### config.mk
export PLATFORM = sky130hd
export DESIGN_NAME = rotated_sync_header_detector
export DESIGN_NICKNAME = d
export VERILOG_FILES = /design/src/rtl/core/rshd_pkg.sv /design/src/rtl/core/rshd_ram.sv /design/src/rtl/core/rotated_sync_header_detector.sv
export SDC_FILE = /design/constraint.sdc
export NUM_CORES = 2
export LEC_CHECK = 0
export ABC_CLOCK_PERIOD_IN_PS = 7100
export BUFFER_PORTS_ARGS = -buffer_cell sky130_fd_sc_hd__clkbuf_2
export CORE_MARGIN = 1
export CORE_UTILIZATION = 30
export DETAILED_ROUTE_END_ITERATION = 16
export GPL_TIMING_DRIVEN = 0
export PLACE_DENSITY = 0.52
export REMOVE_ABC_BUFFERS = 1
export SYNTH_ARGS = -nofsm -noshare
export SYNTH_HDL_FRONTEND = slang
export SYNTH_SLANG_ARGS = --single-unit
export TNS_END_PERCENT = 20
### constraint.sdc
create_clock -name clock -period 7.1 [get_ports clock]
set_clock_uncertainty 0.05 [all_clocks]
set_input_delay 0.71 -clock clock [delete_from_list [all_inputs] [get_ports clock]]
set_output_delay 0.71 -clock clock [all_outputs]
set_load 0.1 [all_outputs]
### src/rtl/core/rshd_pkg.sv
// Shared constants and types for the rotated sync header detector.
// No dependencies; imported by the top level.
`default_nettype none

package rshd_pkg;

   // Window and header geometry
   localparam int MAX_FRAME_SYMBOLS = 1024;
   localparam int HEADER_SYMBOLS    = 12;
   localparam int HEADER_8PSK       = HEADER_SYMBOLS * 2 / 3;

   localparam int ADDR_W  = $clog2(MAX_FRAME_SYMBOLS);
   localparam int LEN_W   = $clog2(MAX_FRAME_SYMBOLS + 1);
   localparam int RLCNT_W = $clog2(HEADER_SYMBOLS);
   localparam int SYM_W   = 3;
   localparam int FRAME_W = 11;
   localparam int MAXE_W  = 4;
   localparam int PAT_W   = 24;
   localparam int PAIR_W  = 2 * PAT_W;
   localparam int PAIRS   = 4;
   localparam int ROT_W   = 3;
   localparam int ROTS_8PSK = 8;
   localparam int ROTS_QPSK = 4;

   // Register file
   localparam int CSR_ADDR_W = 3;
   localparam int CSR_DATA_W = PAIR_W;

   localparam logic [CSR_ADDR_W-1:0] CSR_MODE    = 3'd0;
   localparam logic [CSR_ADDR_W-1:0] CSR_MAX_ERR = 3'd1;
   localparam logic [CSR_ADDR_W-1:0] CSR_FRAME   = 3'd2;
   localparam logic [CSR_ADDR_W-1:0] CSR_PAIR0   = 3'd3;
   localparam logic [CSR_ADDR_W-1:0] CSR_PAIR1   = 3'd4;
   localparam logic [CSR_ADDR_W-1:0] CSR_PAIR2   = 3'd5;
   localparam logic [CSR_ADDR_W-1:0] CSR_PAIR3   = 3'd6;

   localparam logic MODE_QPSK = 1'b0;
   localparam logic MODE_8PSK = 1'b1;

   localparam logic [MAXE_W-1:0] MAX_ERR_RESET = 4'd2;
   localparam int                FRAME_RESET   = 688;

   typedef logic [SYM_W-1:0]  sym_type;
   typedef logic [PAIR_W-1:0] pair_type;

endpackage

`default_nettype wire

### src/rtl/core/rshd_ram.sv
// Generic single-write, single-read RAM with registered read data.
// No dependencies.
`default_nettype none

module rshd_ram #(
   parameter int WIDTH = 8,
   parameter int DEPTH = 256
) (
   input  wire logic                     clock,
   input  wire logic                     wr_en,
   input  wire logic [$clog2(DEPTH)-1:0] wr_addr,
   input  wire logic [WIDTH-1:0]         wr_data,
   input  wire logic                     rd_en,
   input  wire logic [$clog2(DEPTH)-1:0] rd_addr,
   output logic      [WIDTH-1:0]         rd_data
);

   logic [WIDTH-1:0] mem_ff [DEPTH];
   logic [WIDTH-1:0] rd_data_ff;

   always_ff @(posedge clock) begin
      if (wr_en) begin
         mem_ff[wr_addr] <= wr_data;
      end
      if (rd_en) begin
         rd_data_ff <= mem_ff[rd_addr];
      end
   end

   assign rd_data = rd_data_ff;

endmodule

`default_nettype wire

### src/rtl/core/rotated_sync_header_detector.sv
// Rotated sync header detector top level: symbol history RAM, header candidate
// shift line, rotated pattern compare. Uses rshd_pkg, rshd_ram.
// An accepted beat goes through the compare stage register, then the result register.
// Throughput: one beat per cycle; req_tready drops only while compare stage and result
// register are both full with rsp_tready low, and while a frame_symbols write is reloading.
// Reset is synchronous; the history RAM is not cleared, a fill count reads it as zeros.
`default_nettype none

module rotated_sync_header_detector
   import rshd_pkg::*;
(
   input  wire logic                  clock,
   input  wire logic                  reset,
   // request side
   input  wire logic                  req_tvalid,
   output logic                       req_tready,
   input  wire logic [7:0]            req_tdata,   // [2:0] symbol
   // result side
   output logic                       rsp_tvalid,
   input  wire logic                  rsp_tready,
   output logic      [7:0]            rsp_tdata,   // [0] header_found, [3:1] rotation
   // register writes
   input  wire logic                  csr_we,
   input  wire logic [CSR_ADDR_W-1:0] csr_addr,
   input  wire logic [CSR_DATA_W-1:0] csr_wdata
);

   // ---------------------------------------------------------------
   // Registers
   // ---------------------------------------------------------------
   logic                mode_ff, mode_in;
   logic [MAXE_W-1:0]   max_err_ff, max_err_in;
   logic [LEN_W-1:0]    len_ff, len_in;         // saturated window length
   pair_type            pair_ff [PAIRS];
   pair_type            pair_in [PAIRS];
   logic [FRAME_W-1:0]  frame_wr;

   always_comb begin
      mode_in    = mode_ff;
      max_err_in = max_err_ff;
      len_in     = len_ff;
      pair_in    = pair_ff;
      frame_wr   = csr_wdata[FRAME_W-1:0];
      if (csr_we) begin
         case (csr_addr)
            CSR_MODE:    mode_in    = csr_wdata[0];
            CSR_MAX_ERR: max_err_in = csr_wdata[MAXE_W-1:0];
            CSR_FRAME: begin
               // clamp to [header length, history depth]
               if (32'(frame_wr) < 32'(HEADER_SYMBOLS)) begin
                  len_in = LEN_W'(HEADER_SYMBOLS);
               end else if (32'(frame_wr) > 32'(MAX_FRAME_SYMBOLS)) begin
                  len_in = LEN_W'(MAX_FRAME_SYMBOLS);
               end else begin
                  len_in = LEN_W'(frame_wr);
               end
            end
            CSR_PAIR0:   pair_in[0] = csr_wdata[PAIR_W-1:0];
            CSR_PAIR1:   pair_in[1] = csr_wdata[PAIR_W-1:0];
            CSR_PAIR2:   pair_in[2] = csr_wdata[PAIR_W-1:0];
            CSR_PAIR3:   pair_in[3] = csr_wdata[PAIR_W-1:0];
            default:     ; // unmapped index, write dropped
         endcase
      end
   end

   always_ff @(posedge clock) begin
      if (reset) begin
         mode_ff    <= MODE_QPSK;
         max_err_ff <= MAX_ERR_RESET;
         len_ff     <= LEN_W'(FRAME_RESET);
         for (int p = 0; p < PAIRS; p++) begin
            pair_ff[p] <= '0;
         end
      end else begin
         mode_ff    <= mode_in;
         max_err_ff <= max_err_in;
         len_ff     <= len_in;
         pair_ff    <= pair_in;
      end
   end

   // ---------------------------------------------------------------
   // Handshake / stage control
   // ---------------------------------------------------------------
   logic          s1_valid_ff, s1_valid_in;
   logic          s1_reload_ff, s1_reload_in;   // reload read, no result
   sym_type       s1_sym_ff, s1_sym_in;
   logic          s1_bypass_ff, s1_bypass_in;   // needed symbol is this beat
   logic          s1_hit_ff, s1_hit_in;         // RAM entry has been written
   logic          rsp_valid_ff, rsp_valid_in;
   logic          rsp_found_ff, rsp_found_in;
   logic [ROT_W-1:0] rsp_rot_ff, rsp_rot_in;

   logic          rl_active_ff, rl_active_in;
   logic [RLCNT_W-1:0] rl_cnt_ff, rl_cnt_in;

   logic          out_free, s1_adv, s1_free, accept, rl_issue;

   assign out_free   = !rsp_valid_ff || rsp_tready;
   assign s1_adv     = s1_valid_ff && (s1_reload_ff || out_free);
   assign s1_free    = !s1_valid_ff || s1_adv;
   assign req_tready = s1_free && !rl_active_ff;
   assign accept     = req_tvalid && req_tready;
   assign rl_issue   = rl_active_ff && s1_free;

   // ---------------------------------------------------------------
   // History pointer, fill count, RAM read address
   // ---------------------------------------------------------------
   logic [ADDR_W-1:0] wp_ff, wp_in, wp_next, base_wp, rd_addr;
   logic [LEN_W-1:0]  count_ff, count_in, count_next, base_cnt, age, addr_wrap;
   sym_type           rd_data;
   logic              rd_en;

   assign wp_next    = (wp_ff == ADDR_W'(MAX_FRAME_SYMBOLS - 1)) ? '0
                                                              : wp_ff + ADDR_W'(1);
   assign count_next = (count_ff == LEN_W'(MAX_FRAME_SYMBOLS)) ? count_ff
                                                              : count_ff + LEN_W'(1);

   always_comb begin
      // reload reads relative to the current newest, beats after their own push
      base_wp  = rl_issue ? wp_ff    : wp_next;
      base_cnt = rl_issue ? count_ff : count_next;
      age      = rl_issue ? len_ff - LEN_W'(1) - LEN_W'(rl_cnt_ff)
                          : len_ff - LEN_W'(HEADER_SYMBOLS);
      addr_wrap = LEN_W'(base_wp) + LEN_W'(MAX_FRAME_SYMBOLS) - age;
      if (LEN_W'(base_wp) >= age) begin
         rd_addr = base_wp - age[ADDR_W-1:0];
      end else begin
         rd_addr = addr_wrap[ADDR_W-1:0];
      end
      rd_en = accept || rl_issue;
   end

   assign wp_in    = accept ? wp_next    : wp_ff;
   assign count_in = accept ? count_next : count_ff;

   rshd_ram #(
      .WIDTH (SYM_W),
      .DEPTH (MAX_FRAME_SYMBOLS)
   ) u_hist_ram (
      .clock   (clock),
      .wr_en   (accept),
      .wr_addr (wp_next),
      .wr_data (req_tdata[SYM_W-1:0]),
      .rd_en   (rd_en),
      .rd_addr (rd_addr),
      .rd_data (rd_data)
   );

   // ---------------------------------------------------------------
   // Stage 1 capture and reload sequencer
   // ---------------------------------------------------------------
   always_comb begin
      s1_valid_in  = s1_valid_ff;
      s1_reload_in = s1_reload_ff;
      s1_sym_in    = s1_sym_ff;
      s1_bypass_in = s1_bypass_ff;
      s1_hit_in    = s1_hit_ff;
      if (rd_en) begin
         s1_valid_in  = 1'b1;
         s1_reload_in = rl_issue;
         s1_sym_in    = req_tdata[SYM_W-1:0];
         s1_bypass_in = !rl_issue && (age == '0);
         s1_hit_in    = age < base_cnt;
      end else if (s1_adv) begin
         s1_valid_in  = 1'b0;
      end

      rl_active_in = rl_active_ff;
      rl_cnt_in    = rl_cnt_ff;
      if (csr_we && (csr_addr == CSR_FRAME)) begin
         // new window length: refetch the whole candidate
         rl_active_in = 1'b1;
         rl_cnt_in    = '0;
      end else if (rl_issue) begin
         if (rl_cnt_ff == RLCNT_W'(HEADER_SYMBOLS - 1)) begin
            rl_active_in = 1'b0;
         end
         rl_cnt_in = rl_cnt_ff + RLCNT_W'(1);
      end
   end

   // ---------------------------------------------------------------
   // Header candidate: slot 0 is the oldest symbol of the window
   // ---------------------------------------------------------------
   sym_type cand_ff    [HEADER_SYMBOLS];
   sym_type cand_shift [HEADER_SYMBOLS];
   sym_type new_slot;

   always_comb begin
      if (s1_bypass_ff) begin
         new_slot = s1_sym_ff;
      end else if (s1_hit_ff) begin
         new_slot = rd_data;
      end else begin
         new_slot = '0;
      end
      for (int i = 0; i < HEADER_SYMBOLS - 1; i++) begin
         cand_shift[i] = cand_ff[i+1];
      end
      cand_shift[HEADER_SYMBOLS-1] = new_slot;
   end

   // ---------------------------------------------------------------
   // Rotated pattern compare, lowest matching rotation wins
   // ---------------------------------------------------------------
   logic             match_found;
   logic [ROT_W-1:0] match_rot;

   always_comb begin
      logic [PAT_W-1:0]          half;
      logic [HEADER_SYMBOLS-1:0] mism;
      logic                      rot_used;
      match_found = 1'b0;
      match_rot   = '0;
      for (int r = ROTS_8PSK - 1; r >= 0; r--) begin
         half     = pair_ff[r >> 1][(r & 1) * PAT_W +: PAT_W];
         mism     = '0;
         rot_used = (mode_ff == MODE_8PSK) || (r < ROTS_QPSK);
         if (mode_ff == MODE_8PSK) begin
            for (int i = 0; i < HEADER_8PSK; i++) begin
               mism[i] = cand_shift[i] != half[i*SYM_W +: SYM_W];
            end
         end else begin
            // out-of-range QPSK symbols never match the 2-bit pattern
            for (int i = 0; i < HEADER_SYMBOLS; i++) begin
               mism[i] = cand_shift[i] != {1'b0, half[i*2 +: 2]};
            end
         end
         if (rot_used && (32'($countones(mism)) <= 32'(max_err_ff))) begin
            match_found = 1'b1;
            match_rot   = ROT_W'(r);
         end
      end
   end

   always_comb begin
      rsp_valid_in = rsp_valid_ff;
      rsp_found_in = rsp_found_ff;
      rsp_rot_in   = rsp_rot_ff;
      if (s1_adv && !s1_reload_ff) begin
         rsp_valid_in = 1'b1;
         rsp_found_in = match_found;
         rsp_rot_in   = match_rot;
      end else if (rsp_tready) begin
         rsp_valid_in = 1'b0;
      end
   end

   always_ff @(posedge clock) begin
      if (reset) begin
         wp_ff        <= '0;
         count_ff     <= '0;
         s1_valid_ff  <= 1'b0;
         s1_reload_ff <= 1'b0;
         rsp_valid_ff <= 1'b0;
         rl_active_ff <= 1'b0;
         rl_cnt_ff    <= '0;
         for (int i = 0; i < HEADER_SYMBOLS; i++) begin
            cand_ff[i] <= '0;
         end
      end else begin
         wp_ff        <= wp_in;
         count_ff     <= count_in;
         s1_valid_ff  <= s1_valid_in;
         s1_reload_ff <= s1_reload_in;
         rsp_valid_ff <= rsp_valid_in;
         rl_active_ff <= rl_active_in;
         rl_cnt_ff    <= rl_cnt_in;
         if (s1_adv) begin
            cand_ff <= cand_shift;
         end
      end
   end

   // payload, no reset
   always_ff @(posedge clock) begin
      s1_sym_ff    <= s1_sym_in;
      s1_bypass_ff <= s1_bypass_in;
      s1_hit_ff    <= s1_hit_in;
      rsp_found_ff <= rsp_found_in;
      rsp_rot_ff   <= rsp_rot_in;
   end

   assign rsp_tvalid = rsp_valid_ff;
   assign rsp_tdata  = {4'b0000, rsp_rot_ff, rsp_found_ff};

   // ---------------------------------------------------------------
   // Assertions
   // ---------------------------------------------------------------
   a_rot_zero_if_none: assert property (@(posedge clock) disable iff (reset)
      (rsp_valid_ff && !rsp_found_ff) |-> (rsp_rot_ff == '0))
      else $error("rotation nonzero without a header");

   a_fill_bound: assert property (@(posedge clock) disable iff (reset)
      count_ff <= LEN_W'(MAX_FRAME_SYMBOLS))
      else $error("fill count past history depth");

   a_reload_start: assert property (@(posedge clock) disable iff (reset)
      (csr_we && (csr_addr == CSR_FRAME)) |=> (rl_active_ff && (rl_cnt_ff == '0)))
      else $error("frame length write did not restart candidate reload");

   a_reload_cnt: assert property (@(posedge clock) disable iff (reset)
      rl_active_ff |-> (32'(rl_cnt_ff) < 32'(HEADER_SYMBOLS)))
      else $error("reload counter out of range");

   a_beat_to_s1: assert property (@(posedge clock) disable iff (reset)
      accept |=> (s1_valid_ff && !s1_reload_ff))
      else $error("accepted beat not captured in compare stage");

endmodule

`default_nettype wire
== Word-level counts from Yosys, hierarchy flattened ==
Memories as Yosys holds them, arrays and structs flattened. A register that Yosys moved wholly into a read port is not among the register bits.
Index checks and enable logic that the tools add are counted.
Word-level totals
  bits in registers: 279
  RAM bits: 3072
  output and inout port bits: 10
  memories: 1
Operators by class
  add/subtract/negate cells: 97
  order comparisons: 12
  equality and inequality tests: 169
  multiplexer cells: 43
  reduce and logical (&&, ||, !) cells: 38
Memory list
  u_hist_ram.mem_ff: depth 1024, width 3, read ports 1, clocked after Yosys merged registers in 1, wr ports 1, line rshd_ram.sv:18  | logic [WIDTH-1:0] mem_ff [DEPTH];
Operator list (count)
  != test 3 x 2 -> 1 bit: 96
  != test 3 bit: 64
  adder 1 x 1 -> 2 bit: 48
  adder 2 x 2 -> 3 bit: 24
  two-way mux 8 bit: 8
  two-way mux 11 bit: 5
  adder 4 x 3 -> 5 bit: 8
  <= comparator 5 x 4 -> 1 bit: 8
  adder 3 x 3 -> 4 bit: 8
  two-way mux 4 bit: 8
  two-way mux 10 bit: 3
  adder 10 x 1 -> 10 bit, second input constant: 2
  subtractor 10 bit: 2
  two-way mux 3 bit: 6
  AND reduction 2 bit: 8
  adder 11 x 1 -> 11 bit, second input constant: 1
  equality test 11 bit, second input constant: 1
  >= comparator 10 x 11 -> 1 bit: 1
  greater-than comparator 11 bit, second input constant: 1
  logical AND 1 bit: 11
  zero test 11 bit: 1
  < comparator 11 bit: 1
  < comparator 11 x 4 -> 1 bit, second input constant: 1
  two-way mux 1 bit: 11
  17 further kinds: 32

== Logic depth before layout (Yosys ltp) ==
  depth after elaboration: 16
  gate-level depth with buffers: 25

== Cells and area by module ==
Synthesis repeated with hierarchy kept, for this count alone.
Unflattened totals
  cell total of the unflattened synthesis: 8869
  area, all modules: 142439.1 um^2
By module, submodules not included
  rshd_ram: instances 1, cells each 6544, area an instance 123732.4 um^2, seq. area each 92338.6 um^2
  rotated_sync_header_detector: instances 1, cells each 2325, area an instance 18706.7 um^2, seq. area each 5675.4 um^2

== Least setup slack after synthesis ==
OpenSTA, ideal clock, no wires.
  path type: flip-flop to flip-flop
  from: reg mode_ff
  to: reg rsp_found_ff, data pin
  setup time: 266 ps
  data arrival time: 5691 ps
  required time: 6784 ps
  slack: 1093 ps
  cell stages (with the launch flop): 24
  cell sequence: dfxtp_1 clkbuf_1 clkbuf_1 clkbuf_1 buf_1 nor2_1 fa_1 inv_1 fa_1 inv_1 fa_1 fa_1 ha_1 inv_1 fa_1 inv_1 ha_1 nor2b_1 o21ai_0 nand2b_1 a21oi_1 a41o_1 nor4_1 nand2_1
On the way
  cells in the longest elaborated chain, start to end: 8
Ends and longest elaborated chain
  from (decl): line rotated_sync_header_detector.sv:31  | logic mode_ff, mode_in;
  from (signal assigned): line rotated_sync_header_detector.sv:76  | mode_ff <= mode_in;
  two-way mux 8 bit: line rotated_sync_header_detector.sv:221  | if (mode_ff == MODE_8PSK) begin
  adder 1 x 1 -> 2 bit (implied by the code): line rotated_sync_header_detector.sv:231  | if (rot_used && (32'($countones(mism)) <= 32'(max_err_ff))) begin
  adder 2 x 2 -> 3 bit (implied by the code): line rotated_sync_header_detector.sv:231
  adder 3 x 3 -> 4 bit (implied by the code): line rotated_sync_header_detector.sv:231
  adder 4 x 3 -> 5 bit (implied by the code): line rotated_sync_header_detector.sv:231
  <= comparator 5 x 4 -> 1 bit: line rotated_sync_header_detector.sv:231
  logical AND 1 bit: line rotated_sync_header_detector.sv:231
  OR reduction 7 bit (no source line) / two-way mux 1 bit (equally long branches)
  to (signal assigned): line rotated_sync_header_detector.sv:282  | rsp_found_ff <= rsp_found_in;
  to (decl): line rotated_sync_header_detector.sv:92  | logic rsp_found_ff, rsp_found_in;
Several ways; a longest one is shown, not always the timed one.
A chain may end at the register's enable or synchronous reset.

== Worst setup path after layout ==
  from: reg s1_reload_ff
  to: reg u_hist_ram.rd_data_ff[1] (netlist: u_hist_ram.rd_data[1]), read port of u_hist_ram.mem_ff, data pin
On the way
  cells in the longest elaborated chain, start to end: 8
Ends and longest elaborated chain
  from (decl): line rotated_sync_header_detector.sv:87  | logic s1_reload_ff, s1_reload_in;
  from (signal assigned): line rotated_sync_header_detector.sv:267  | s1_reload_ff <= s1_reload_in;
  logical OR 1 bit (*): line rotated_sync_header_detector.sv:101  | assign s1_adv = s1_valid_ff && (s1_reload_ff || out_free);
  logical AND 1 bit (*): line rotated_sync_header_detector.sv:101
  logical OR 1 bit (*): line rotated_sync_header_detector.sv:102  | assign s1_free = !s1_valid_ff || s1_adv;
  logical AND 1 bit: line rotated_sync_header_detector.sv:105  | assign rl_issue = rl_active_ff && s1_free;
  two-way mux 10 bit: line rotated_sync_header_detector.sv:122  | base_wp = rl_issue ? wp_ff : wp_next;
  adder 10 x 1 -> 10 bit: line rotated_sync_header_detector.sv:126  | addr_wrap = LEN_W'(base_wp) + LEN_W'(MAX_FRAME_SYMBOLS) - age;
  subtractor 10 bit: line rotated_sync_header_detector.sv:126
  two-way mux 10 bit: line rotated_sync_header_detector.sv:127  | if (LEN_W'(base_wp) >= age) begin
  to (decl): line rshd_ram.sv:19  | logic [WIDTH-1:0] rd_data_ff;
Mark *: on every way between the ends. The rest lies on a longest branch, timed or not.

==> out/results.ini <==
[floorplan]
num_rows = 251
core_um2 = 469000
io_pins = 74
initial_core_util_pct = 30.2
die-height_um = 689
die_area_um2 = 475000
die_w_um = 689

[clocking]
htree_levels = 5
cts_sinks = 3354
cts_made_buffers = 340
cts_tree = built
clk_path_buf_depth = 4
path_clk_slew_ns = 0.07
clock_latency_ns = 0.89
root_buffer = clkbuf_16

[detailed_routing]
drc = 0
wl_um = 399000
postRouteAntennaNets = 0
viasPerCell = 5.12
first_pass_iters = 6
drt_iter0_drc = 8407
wire_per_inst_um = 26.4
num_vias = 77500

[synth]
yosys-top-cells-area = edfxtp_1, mux4_2, dfxtp_1
synth.avg_cell_area_um2 = 16.3
synth_edf_count = 3084
yosys_warnings = 0
ys_async_sr_fraction_pct = 0
syn_area_um2 = 142000
ys.flop_type = edfxtp_1
synth_top_cell_by_area = edfxtp_1
synth_top_area_share_pct = 65.4
seq_area_frac_synth_pct = 69.2
ys_seq_elements = 3354
ys_types = 75
synthCells = 8676

[outcome]
outcome = complete, no violations

[timing]
fin_crit_sh_pct = 98.9
timing.final.max_slew_violations = 0
slew_headroom_pct = 6.66
finalSetupViolations = 0
whs_ns = 0.0699
worstMarginPinSlew_ns = 1.39
rsz0062_at_grt = no
tns_ns = 0
period_needed_ns = 7.02
hold_viol_final = 0
fmax_ghz = 0.142

[hold_path]
worstHoldPathType = input port to flip-flop
holdCritStartpoint = csr_wdata[34]

[layout]
stdcell_area_um2 = 163000
area_growth_pct = 15.1
fin_util_pct = 34.8
final_cell_mix = edfxtp_1, nor2_1, nand2_1, mux4_2, clkbuf_16
fin_nets = 8873
final_common_cell = edfxtp_1
drive_gt1_share_pct = 19.1

[power_and_ir_drop]
peakVddDrop_mv = 0.191
p_leak_nw = 51.0
total_power_mw = 45.7
p_per_area_nw_per_um2 = 280

[setup_path]
worstSetupPathType = flip-flop to flip-flop
end_kind = flip-flop
worstPathMaxFanout = 56
crit_arrival_ns = 7.40
crit_path_start_kind = flip-flop
startpoint = s1_reload_ff$_SDFFE_PP0P_
reg2reg_from = s1_reload_ff$_SDFFE_PP0P_
worstPathRequired_ns = 7.48

[global_route]
grt-ovfl-total = 0
grt_max_degree = 161
grt_antenna_before_repair = 29
grt_pass1_vias = 80000
grt_pass1_wl_um = 574000
track_usage_pct = 16.5

[placed_design]
port_buffers = 64
gp_congestion = 0.807
dp.final_hpwl_um = 249000
place_area_um2 = 152000

[flow_run]
maxCapViolations = 0

-- cell type report --
class / count / area, um2
clock buffers: 412 / 9040
multi-input cells: 4595 / 40900
inverters: 97 / 364
diodes: 4 / 10.0
repair buffers: 267 / 4960
flip-flops and latches: 3354 / 98000
clock inverters: 198 / 1900
fillers: 44000 / 306000
well taps: 6198 / 7750
-- power breakdown --
part	total [mW]	switching [mW]	internal [mW]
logic	6.11	3.43	2.68
clock network	17.9	7.64	10.3
registers	21.7	0.0584	21.6
-- stage by stage --
| step | setup WS (ns) | cells |
|---|---|---|
| global placement | -41.78 | 14300 |
| floorplan | -25.99 | 8046 |
| CTS | 0.0579 | 15100 |
| finish | 0.0766 | 15100 |
| detailed placement | -1.86 | 14500 |
| global route | 0.0268 | 15100 |
-- flip-flops by register name, summed over array words and instances, names as in the netlist, 4 cells and up --
signal	count
u_hist_ram.mem_ff	3072
pair_ff	192
cand_ff	33
count_ff	11
len_ff	11
wp_ff	10
max_err_ff	4
rl_cnt_ff	4
-- worst paths after layout --
check | end | cells after the start | slack (ns)
worst min-delay path | pair_ff[130]$_SDFFE_PP0P_ | 3 | 0.07
worst max register to register | u_hist_ram.rd_data[1]$_DFFE_PP_ | 17 | 0.08
worst min register to register | pair_ff[73]$_SDFFE_PP0P_ | 2 | 0.42
worst max-delay path | u_hist_ram.rd_data[1]$_DFFE_PP_ | 17 | 0.08
-- Yosys cell counts (36+ instances only) --
library cell	count
and3_1	49
a32o_1	51
buf_1	89
mux4_2	848
buf_4	93
nand2_1	968
mux2i_1	175
nor3_1	50
xor2_1	144
nor2_1	1126
ha_1	96
edfxtp_1	3084
clkbuf_1	343
dfxtp_1	270
inv_1	97
o21ai_0	46
a311oi_1	36
buf_2	95
fa_1	58
nand3_1	132
a21oi_1	307
xnor2_1	222
-- kinds of logic (layout without fill, tap and decap cells) --
group | Yosys count | in the layout | share of synthesized area [%]
compound gates | 614 | 614 | 2.80
buf+inv | 730 | 974 | 2.33
flops | 3354 | 3354 | 69.2
other cells | 1 | 8 | 0.00265
simple gates | 2422 | 2422 | 6.87
mux | 1032 | 1032 | 14.8
xor+xnor | 369 | 369 | 2.31
fa+ha+maj | 154 | 154 | 1.67
-- layer usage --
metal / GRT usage, % / wire length, um / up-vias
met3: 2.57 / 28400 / 620
met4: 4.65 / 11600 / 14
li1: - / - / 33200
met5: 0 / 418 / -
met2: 26.9 / 190000 / 2897
met1: 22.8 / 169000 / 40800
-- critical path: stages (launching register included) --
cell and delay (ns):
dfxtp_1 0.39, nand4bb_2 0.35, and2_4 0.32, nor3_1 0.25, a21oi_1 0.11, ha_4 0.21, fa_4 0.88, buf_16 0.29
buf_16 0.32, buf_16 0.34, mux4_2 0.37, nand2_1 0.09, and3_1 0.18, a311oi_1 0.08, a311oi_1 0.56, nor3_1 0.13
o311ai_0 0.99, a32oi_2 0.55
-- what timing repair did --
item / in CTS / in global routing
pin swaps: 3 / 3
resized for setup: 25 / 6
hold buffers: 4 / 0
setup endpoints to repair: 3 / 3
endpoints found under the hold margin: 10 / 0
gates cloned: 0 / 1
buffers inserted: 5 / 3
(Power assumes the default switching activity.)
